## config.mk

```make
export PLATFORM = sky130hd
export DESIGN_NAME = bitap_fuzzy_text_matcher_top
export DESIGN_NICKNAME = d
export VERILOG_FILES = /design/src/hw/rtl/bitap_pkg.sv /design/src/hw/rtl/bitap_fuzzy_text_matcher_top.sv
export SDC_FILE = /design/constraint.sdc
export NUM_CORES = 1
export LEC_CHECK = 0
export ABC_CLOCK_PERIOD_IN_PS = 6200
export BUFFER_PORTS_ARGS = -buffer_cell sky130_fd_sc_hd__clkbuf_2
export CORE_ASPECT_RATIO = 0.6
export CORE_MARGIN = 4
export CORE_UTILIZATION = 25
export CTS_BUF_LIST = sky130_fd_sc_hd__clkbuf_4
export CTS_CLUSTER_SIZE = 16
export DETAILED_ROUTE_END_ITERATION = 10
export GPL_TIMING_DRIVEN = 0
export SETUP_SLACK_MARGIN = 0.02
export SYNTH_ARGS = -nofsm -noshare
export SYNTH_HDL_FRONTEND = slang
export SYNTH_SLANG_ARGS = --single-unit
```

## constraint.sdc

```tcl
create_clock -name clk -period 6.2 [get_ports clk]
set_input_delay 1.86 -clock clk [delete_from_list [all_inputs] [get_ports clk]]
set_output_delay 1.86 -clock clk [all_outputs]
set_load 0.02 [all_outputs]
```

## src/hw/rtl/bitap_pkg.sv

```systemverilog
// ----------------------------------------------------------------------------
// Bitap matcher package
// Shared types and constants for the approximate text matcher and its checker.
// ----------------------------------------------------------------------------
`default_nettype none

package bitap_pkg;

  // Pattern geometry.
  localparam int MAX_PATTERN = 7;
  localparam int CHAR_W      = 7;
  localparam int LEN_W       = 3;
  localparam int CHARS_W     = MAX_PATTERN * CHAR_W;
  localparam int ROW_W       = 9;

  // Pattern lengths at or above this allow one error.
  localparam logic [LEN_W-1:0] ERR_DIVISOR = LEN_W'(5);

  // Configuration port.
  localparam int CFG_IDX_W  = 2;
  localparam int CFG_DATA_W = CHARS_W;

  localparam logic [CFG_IDX_W-1:0] REG_PATTERN_LENGTH = CFG_IDX_W'(0);
  localparam logic [CFG_IDX_W-1:0] REG_PATTERN_CHARS  = CFG_IDX_W'(1);

  // One text byte with its framing flags.
  typedef struct packed {
    logic [7:0] text_char;
    logic       first_of_text;
    logic       last_of_text;
  } in_data_t;

  // One result per text byte.
  typedef struct packed {
    logic match_found;
    logic search_done;
  } out_data_t;

endpackage

`default_nettype wire

```

## src/hw/rtl/bitap_fuzzy_text_matcher_top.sv

```systemverilog
// Results are registered in the output register or skid entry. Throughput: one
// text byte per cycle unless the skid entry is full; the row update for one
// byte is a single pass of compare and shift-or logic feeding the row
// registers directly. A two-entry output buffer lets one more byte in while a
// result is stalled. Reset is synchronous, active low: rows go to one, the
// found flag and the pattern registers clear, and both buffer entries empty.
// ----------------------------------------------------------------------------
// Bitap fuzzy text matcher
// Matches a byte stream against a short pattern allowing up to one error.
// ----------------------------------------------------------------------------
`default_nettype none

module bitap_fuzzy_text_matcher_top
  import bitap_pkg::*;
(
  input  wire logic                  clk,
  input  wire logic                  rst_n,
  // Text input
  input  wire logic                  in_valid,
  output logic                       in_ready,
  input  wire in_data_t              in_data,
  // Results
  output logic                       out_valid,
  input  wire logic                  out_ready,
  output out_data_t                  out_data,
  // Configuration writes
  input  wire logic                  cfg_valid,
  output logic                       cfg_ready,
  input  wire logic [CFG_IDX_W-1:0]  cfg_index,
  input  wire logic [CFG_DATA_W-1:0] cfg_data
);

  // Configuration registers.
  logic [LEN_W-1:0]   pattern_length_r;
  logic [CHARS_W-1:0] pattern_chars_r;

  // Search state.
  logic [ROW_W-1:0] row0_r, row0_nxt;
  logic [ROW_W-1:0] row1_r, row1_nxt;
  logic             found_r, found_nxt;

  // Output buffer.
  logic      out_valid_r, skid_valid_r;
  out_data_t out_data_r, skid_data_r;
  out_data_t result_nxt;

  logic in_fire, out_fire;

  // Combinational terms of the row update.
  logic [ROW_W-1:0]       base_row0, base_row1;
  logic                   base_found;
  logic                   pat_ok;
  logic                   one_err;
  logic [MAX_PATTERN-1:0] match_mask;
  logic [ROW_W-1:0]       pm_row;
  logic [ROW_W-1:0]       hit0, hit1;
  logic [ROW_W-1:0]       upd_row0, upd_row1;
  logic [ROW_W-1:0]       last_row;

  assign in_fire   = in_valid && in_ready;
  assign out_fire  = out_valid_r && out_ready;
  assign in_ready  = !skid_valid_r;
  assign cfg_ready = 1'b1;
  assign out_valid = out_valid_r;
  assign out_data  = out_data_r;

  // Configuration writes; indexes beyond the register list are ignored.
  always_ff @(posedge clk) begin
    if (!rst_n) begin
      pattern_length_r <= '0;
      pattern_chars_r  <= '0;
    end else if (cfg_valid) begin
      unique case (cfg_index)
        REG_PATTERN_LENGTH: pattern_length_r <= cfg_data[LEN_W-1:0];
        REG_PATTERN_CHARS:  pattern_chars_r  <= cfg_data;
        default: ;
      endcase
    end
  end

  // Start of text restarts the search before the byte is applied.
  assign base_row0  = in_data.first_of_text ? ROW_W'(1) : row0_r;
  assign base_row1  = in_data.first_of_text ? ROW_W'(1) : row1_r;
  assign base_found = in_data.first_of_text ? 1'b0 : found_r;

  // An empty pattern or one led by a zero character never matches.
  assign pat_ok  = (pattern_length_r != '0) && (pattern_chars_r[CHAR_W-1:0] != '0);
  assign one_err = (pattern_length_r >= ERR_DIVISOR);

  // Compare the byte with every active pattern character.
  always_comb begin
    for (int i = 0; i < MAX_PATTERN; i++) begin
      match_mask[i] = (LEN_W'(i) < pattern_length_r) && !in_data.text_char[7] &&
                      (pattern_chars_r[i*CHAR_W +: CHAR_W] == in_data.text_char[CHAR_W-1:0]);
    end
  end

  assign pm_row = ROW_W'(match_mask);
  assign hit0   = base_row0 & pm_row;
  assign hit1   = base_row1 & pm_row;

  // Exact row, then the one-error row with insert, delete and substitute terms.
  assign upd_row0 = (hit0 << 1) | ROW_W'(1);
  assign upd_row1 = base_row0 | (hit1 << 1) | ((upd_row0 | hit1) << 1) |
                    ((base_row0 | hit1) << 1) | ROW_W'(1);

  assign last_row = one_err ? upd_row1 : upd_row0;

  // Next search state; rows freeze once a match has been seen.
  always_comb begin
    row0_nxt  = base_row0;
    row1_nxt  = base_row1;
    found_nxt = base_found;
    if (pat_ok && !base_found) begin
      row0_nxt = upd_row0;
      if (one_err) begin
        row1_nxt = upd_row1;
      end
      found_nxt = last_row[pattern_length_r];
    end
    result_nxt.match_found = pat_ok && found_nxt;
    result_nxt.search_done = in_data.last_of_text;
  end

  // Search state registers.
  always_ff @(posedge clk) begin
    if (!rst_n) begin
      row0_r  <= ROW_W'(1);
      row1_r  <= ROW_W'(1);
      found_r <= 1'b0;
    end else if (in_fire) begin
      row0_r  <= row0_nxt;
      row1_r  <= row1_nxt;
      found_r <= found_nxt;
    end
  end

  // Output register with a skid entry behind it.
  always_ff @(posedge clk) begin
    if (!rst_n) begin
      out_valid_r  <= 1'b0;
      skid_valid_r <= 1'b0;
    end else if (in_fire) begin
      if (!out_valid_r || out_fire) begin
        out_valid_r <= 1'b1;
      end else begin
        skid_valid_r <= 1'b1;
      end
    end else if (out_fire) begin
      if (skid_valid_r) begin
        skid_valid_r <= 1'b0;
      end else begin
        out_valid_r <= 1'b0;
      end
    end
  end

  // Output payload follows the same steering as the valid bits.
  always_ff @(posedge clk) begin
    if (in_fire) begin
      if (!out_valid_r || out_fire) begin
        out_data_r <= result_nxt;
      end else begin
        skid_data_r <= result_nxt;
      end
    end else if (out_fire && skid_valid_r) begin
      out_data_r <= skid_data_r;
    end
  end

endmodule

`default_nettype wire

```

-- After elaboration in Yosys (flattened, before gate mapping)
Index checks and enable logic that the tools add are counted.
W data, S select, Z words.
- bits in registers: 77
- bits of input ports: 66
- reduce and logical (&&, ||, !) cells: 36
- multiplexer cells: 20
- magnitude comparators: 9
- bitwise operators: 8
- equal/unequal tests: 11
- operator list (cell ; number):
    $eq A7 B7 Y1 ; 7
    $mux W9 ; 5
    $or A9 B9 Y9 ; 3
    $logic_and A1 B1 Y1 ; 20
    $and A8 B7 Y8 ; 2
    $or A8 B8 Y8 ; 2
    $mux W1 ; 10
    $reduce_and A2 Y1 ; 5
    $lt A3 B3 Y1 const A ; 3
    $mux W8 ; 1
    $reduce_bool A7 Y1 ; 1
    $lt A1 B3 Y1 const A ; 2
    $lt A2 B3 Y1 const A ; 2
    $mux W2 ; 3
    $lt A3 B5 Y1 const B ; 1
    $logic_not A1 Y1 ; 4
    $ne A2 B1 Y1 const B ; 2
    $reduce_bool A2 Y1 ; 2
    $bmux W1 S3 ; 1
    $ge A3 B3 Y1 const B ; 1
    $reduce_and A3 Y1 ; 1
    $reduce_bool A3 Y1 ; 1
    $eq A2 B1 Y1 const B ; 1
    $logic_not A2 Y1 ; 1
    other kinds (3) ; 3

-- Logic depth before layout (Yosys ltp)
- word-level depth: 14
- mapped depth: 7

-- Worst setup path before layout
OpenSTA, ideal clock, no wires.
- path kind: input to register
- from: input port in_data[4] in the netlist's numbering
- to: register out_data_r (netlist bit out_data[1]), data pin
- setup time: 0.279 ns
- arrival: 3.107 ns
- setup slack: 2.813 ns
- stages: 7
- required time: 5.921 ns
- cells stage by stage: buf_2 > xnor2_1 > nand4_1 > nor4_1 > a221o_1 > o311ai_1 > a31oi_1
- longest elaborated chain between the ends: 13
- elaborated cells between the ends (all ways): 28
- those cells by class: 7 x eq/ne; 6 x mux; 7 x bitwise; 8 x reduce/logical
- RTL lines (element ; RTL line ; RTL):
    start: declaration ; bitap_fuzzy_text_matcher_top.sv:21 ; input wire in_data_t in_data,
    $eq A7 B7 Y1 ; bitap_fuzzy_text_matcher_top.sv:94 ; (pattern_chars_r[i*CHAR_W +: CHAR_W] == in_data.text_char[CHAR_W-1:0]);
    $logic_and A1 B1 Y1 ; bitap_fuzzy_text_matcher_top.sv:93 ; match_mask[i] = (LEN_W'(i) < pattern_length_r) && !in_data.text_char[7] &&
    $and A8 B7 Y8, on equally long branches ; bitap_fuzzy_text_matcher_top.sv:100, bitap_fuzzy_text_matcher_top.sv:99 ;
    $or A9 B9 Y9 or $or A8 B8 Y8 (tied branches) ; bitap_fuzzy_text_matcher_top.sv:104 ; assign upd_row1 = base_row0 | (hit1 << 1) | ((upd_row0 | hit1) << 1) |
    $or A9 B9 Y9 (2 in series) ; bitap_fuzzy_text_matcher_top.sv:104 ;
    $mux W8 * ; bitap_fuzzy_text_matcher_top.sv:107 ; assign last_row = one_err ? upd_row1 : upd_row0;
    $bmux W1 S3 * ; bitap_fuzzy_text_matcher_top.sv:119 ; found_nxt = last_row[pattern_length_r];
    $mux W1 (implied by the code) * ; bitap_fuzzy_text_matcher_top.sv:119 ;
    $mux W1 * ; bitap_fuzzy_text_matcher_top.sv:114 ; if (pat_ok && !base_found) begin
    $logic_and A1 B1 Y1 * ; bitap_fuzzy_text_matcher_top.sv:121 ; result_nxt.match_found = pat_ok && found_nxt;
    $mux W2 * ; bitap_fuzzy_text_matcher_top.sv:161 ; if (!out_valid_r || out_fire) begin
    $mux W2 * ; bitap_fuzzy_text_matcher_top.sv:160 ; if (in_fire) begin
    end signal: assignment ; bitap_fuzzy_text_matcher_top.sv:162 ; out_data_r <= result_nxt;
    end signal: assignment ; bitap_fuzzy_text_matcher_top.sv:167 ; out_data_r <= skid_data_r;
    end: declaration ; bitap_fuzzy_text_matcher_top.sv:44 ; out_data_t out_data_r, skid_data_r;
Mark *: on every way between the ends. The rest lies on a longest branch, timed or not. The select of a mux whose other input is x is not followed.
A chain may end at the register's enable or synchronous reset.

-- Final worst setup path
- from: input port in_data[1] in the netlist's numbering
- to: register out_data_r (netlist bit out_data[1]), data pin
- longest elaborated chain between the ends: 12
- elaborated cells between the ends (all ways): 19
- those cells by class: 9 x mux; 7 x bitwise; 3 x reduce/logical
- RTL lines (element ; RTL line):
    $mux W9, on equally long branches ; bitap_fuzzy_text_matcher_top.sv:83, bitap_fuzzy_text_matcher_top.sv:82
    $and A8 B7 Y8, on equally long branches ; bitap_fuzzy_text_matcher_top.sv:100, bitap_fuzzy_text_matcher_top.sv:99
    $or A9 B9 Y9 or $or A8 B8 Y8 (tied branches) ; bitap_fuzzy_text_matcher_top.sv:104
    $or A9 B9 Y9 (2 in series) ; bitap_fuzzy_text_matcher_top.sv:104
    $mux W8 ; bitap_fuzzy_text_matcher_top.sv:107
    $bmux W1 S3 ; bitap_fuzzy_text_matcher_top.sv:119
    $mux W1 (implied by the code) ; bitap_fuzzy_text_matcher_top.sv:119
    $mux W1 * ; bitap_fuzzy_text_matcher_top.sv:114
    $logic_and A1 B1 Y1 * ; bitap_fuzzy_text_matcher_top.sv:121
    $mux W2 * ; bitap_fuzzy_text_matcher_top.sv:161
    $mux W2 * ; bitap_fuzzy_text_matcher_top.sv:160
Marks and branches as above.

==> flow_metrics.py <==
metrics = {
    "outcome": {
        "status": "finished clean",
    },
    "timing": {
        "slew_headroom_pct": 45.16,
        "final_hold_viol_count": 0,
        "setup_slack_ps": 2705,
        "setup_tns_ps": 0,
        "worst_slew_pin_slew_ps": 820.8,
        "finClkSkew_ps": 31.53,
        "setup_viol": 0,
        "drv_slew": 0,
        "max_clock_freq_ghz": 0.2861,
        "rsz0062_at_grt": "no",
        "fin_crit_ps": 3495,
        "fin_crit_sh_pct": 56.37,
        "whs_ps": 475.7,
    },
    "cts": {
        "cts_setup_buffers": 0,
        "clock_latency_ps": 440,
        "cts_resized": 0,
        "clkSinkCount": 73,
        "cts.path.max_buffers": 2,
        "cts.clk_slew.worst_paths_ps": 120,
        "htreeDepth": 3,
        "cts_tree": "built",
        "clock-root-buffer": "clkbuf_4",
        "hold_buffers": 0,
        "cts_buffers": 9,
    },
    "layout": {
        "fin_nets": 592,
        "fill_cells": 1594,
        "final_area_sq_mm": 0.004502,
        "layout-drive-gt1-share_pct": 19.77,
        "syn_to_final_growth_pct": 18.86,
        "finalCoreUtilization_pct": 30.67,
        "antennaDiodeCount": 0,
    },
    "setup_path": {
        "startpoint_type": "primary input",
        "regToRegStartpoint": "pattern_length_r[2]",
        "r2r_cells": 7,
        "crit_path_end": "out_data[1]",
        "cp_cell_sequence": "buf_2 -> nor2_1 -> nand4_1 -> nor4_1 -> a221o_1 -> o311ai_1 -> a31oi_1",
        "cp-end-kind": "flop",
        "ff2ff_setup_slack_ps": 3960,
        "slowest_stage": "nor4_1",
        "required_ps": 6490,
        "cpPeakStageDelay_ps": 640,
        "crit_start": "in_data[1]",
        "worstPathArrival_ps": 3780,
        "cp_max_fo": 9,
        "worst-setup-path-type": "primary input to flop",
        "r2r_end": "out_data[1]",
    },
    "drt": {
        "viasPerCell": 4.693,
        "first_pass_iters": 5,
        "first_iter_violations": 349,
        "routed_wirelength_um": 11070,
        "ant_nets": 0,
        "drc": 0,
        "avgRoutedWirePerCell_um": 15.18,
        "via_count": 3421,
    },
    "power": {
        "p_leak_nw": 1.584,
        "pwr-share-clk_pct": 36.0,
        "power_density_mw_per_mm2": 217.6,
        "pwr-share-seq_pct": 50.8,
        "swShare_pct": 27.22,
        "p_comb_share_pct": 13.2,
        "p_int_w": 0.0007130,
        "p_sw_w": 0.0002667,
        "vdd_drop_max_v": 0.00007968,
    },
    "synth": {
        "synth_commonest_cells": "nand2_1 (120), dfxtp_1 (69), a21boi_0 (55)",
        "synth_top_area_cell": "dfxtp_1",
        "synthesis.nets": 521,
        "yosysSeqAreaShare_pct": 39.64,
        "synth_top_area_share_pct": 36.47,
        "yosysWarningCount": 0,
        "async_flop_share_pct": 0,
        "synth-edff-count": 4,
        "synth.distinct_cells": 58,
        "synth_most_common_cell": "nand2_1",
        "syn_avg_cell_area_sq_um": 8.324,
        "synthTopCellsByArea": "dfxtp_1 (36%), nand2_1 (12%), a21boi_0 (11%)",
        "synthFlopType": "dfxtp_1",
        "synthCells": 455,
        "ys_ff_latch": 73,
        "synth_area_sq_mm": 0.003787,
    },
    "placed_design": {
        "io_buffers": 60,
        "gp_congestion": 0.9031,
        "place_ws_ps": 2317,
        "hpwl_um": 8742,
        "placed_cell_area_sq_mm": 0.004335,
    },
    "die": {
        "dieArea_sq_mm": 0.01725,
        "core_sq_mm": 0.01468,
        "pin_count": 71,
        "placementRows": 34,
        "die_width_um": 166.9,
        "initial_core_util_pct": 25.81,
        "die_y_um": 103.3,
    },
    "global_routing": {
        "grt_pass1_wl_um": 17500,
        "grt_max_degree": 14,
        "grt-ovfl-total": 0,
        "antenna_found_initial": 0,
        "grt_usage_pct": 13.05,
        "grt_pass1_vias": 3310,
    },
    "run": {
        "drv_cap": 0,
    },
    "worst_hold_path": {
        "min_path_type": "flop to flop",
    },
}
placed cells by master, fill, tap and decap left out, drive strengths merged, types with 3 or more instances in the layout:
cell and count:
buf 15, nand2 120, nor3 3, nand3 9, nand3b 3, a21oi 7
or3 4, mux2i 4, dfxtp 69, nor4 8, edfxtp 4, nor2b 11
clkbuf 88, clkinv 3, o21ai 10, nand2b 5, inv 4, a21boi 55
xor2 15, nor2 17, nand4 9, xnor2 34
registers in the layout, indices dropped and copies added, names as in the netlist:
name and count:
pattern_chars_r 49, skid_valid_r 1, row0_r 8, found_r 1, row1_r 6, pattern_length_r 3, out_data 2, skid_data_r 2
out_valid 1
per-stage QoR:
stage	power, W	cells
2_1_floorplan	0.0005881	455
3_3_place_gp	0.0006326	713
3_5_place_dp	0.0006363	713
4_1_cts	0.0009862	729
5_1_grt	0.001023	729
6_report	0.0009797	729
routing by layer:
layer | wire, um | vias up | GRT usage (%)
met4 | 112 | 0 | 3.143
met1 | 5873 | 1591 | 19.50
met2 | 4131 | 148 | 17.65
met3 | 947 | 11 | 4.633
met5 | 0 | - | 0
li1 | - | 1671 | -
kinds of logic after synthesis:
group	synth area share [%]
flip-flops	39.64
multiplexers	1.354
AO/OA/AOI/OAI	18.30
buffers and inverters	4.460
AND/OR/NAND/NOR	24.81
XOR/XNOR	11.33
other	0.09901
how the worst min path moves through the flow:
stage	startpoint	endpoint	slack, ps	cells past startpoint
after global routing	row0_r[0]	row0_r[0]	500	1
after floorplan	row0_r[0]	row0_r[0]	410	1
after detailed placement	row0_r[0]	row0_r[0]	440	1
after global placement	row0_r[0]	row0_r[0]	430	1
after CTS	row0_r[0]	row0_r[0]	470	1
final	row0_r[0]	row0_r[0]	480	1
cell type report:
type	instances	area [sq um]	share of cell area [%]
clock inverter	6	91.34	2.029
buffer	33	157.7	3.502
multi-input combinational	346	2117	47.03
inverter	3	11.26	0.2501
timing repair buffer	60	300.3	6.670
tap	198	247.7	5.503
clock buffer	10	75.07	1.668
sequential	73	1501	33.35
power groups by stage:
stage               registers (W)   logic, W  clock network (W)
floorplan                0.000508  0.0000805                  0
global placement         0.000508   0.000125                  0
detailed placement       0.000508   0.000128                  0
CTS                      0.000498   0.000129           0.000360
global route             0.000499   0.000143           0.000381
finish                   0.000498   0.000130           0.000352
worst max-delay path: cells and delay by family:
family	cells	cell delay [ps]
and+or+nand+nor	3	1100
AOI/OAI and AO/OA	3	650
buffers and inverters	1	160
(Power assumes the default switching activity.)
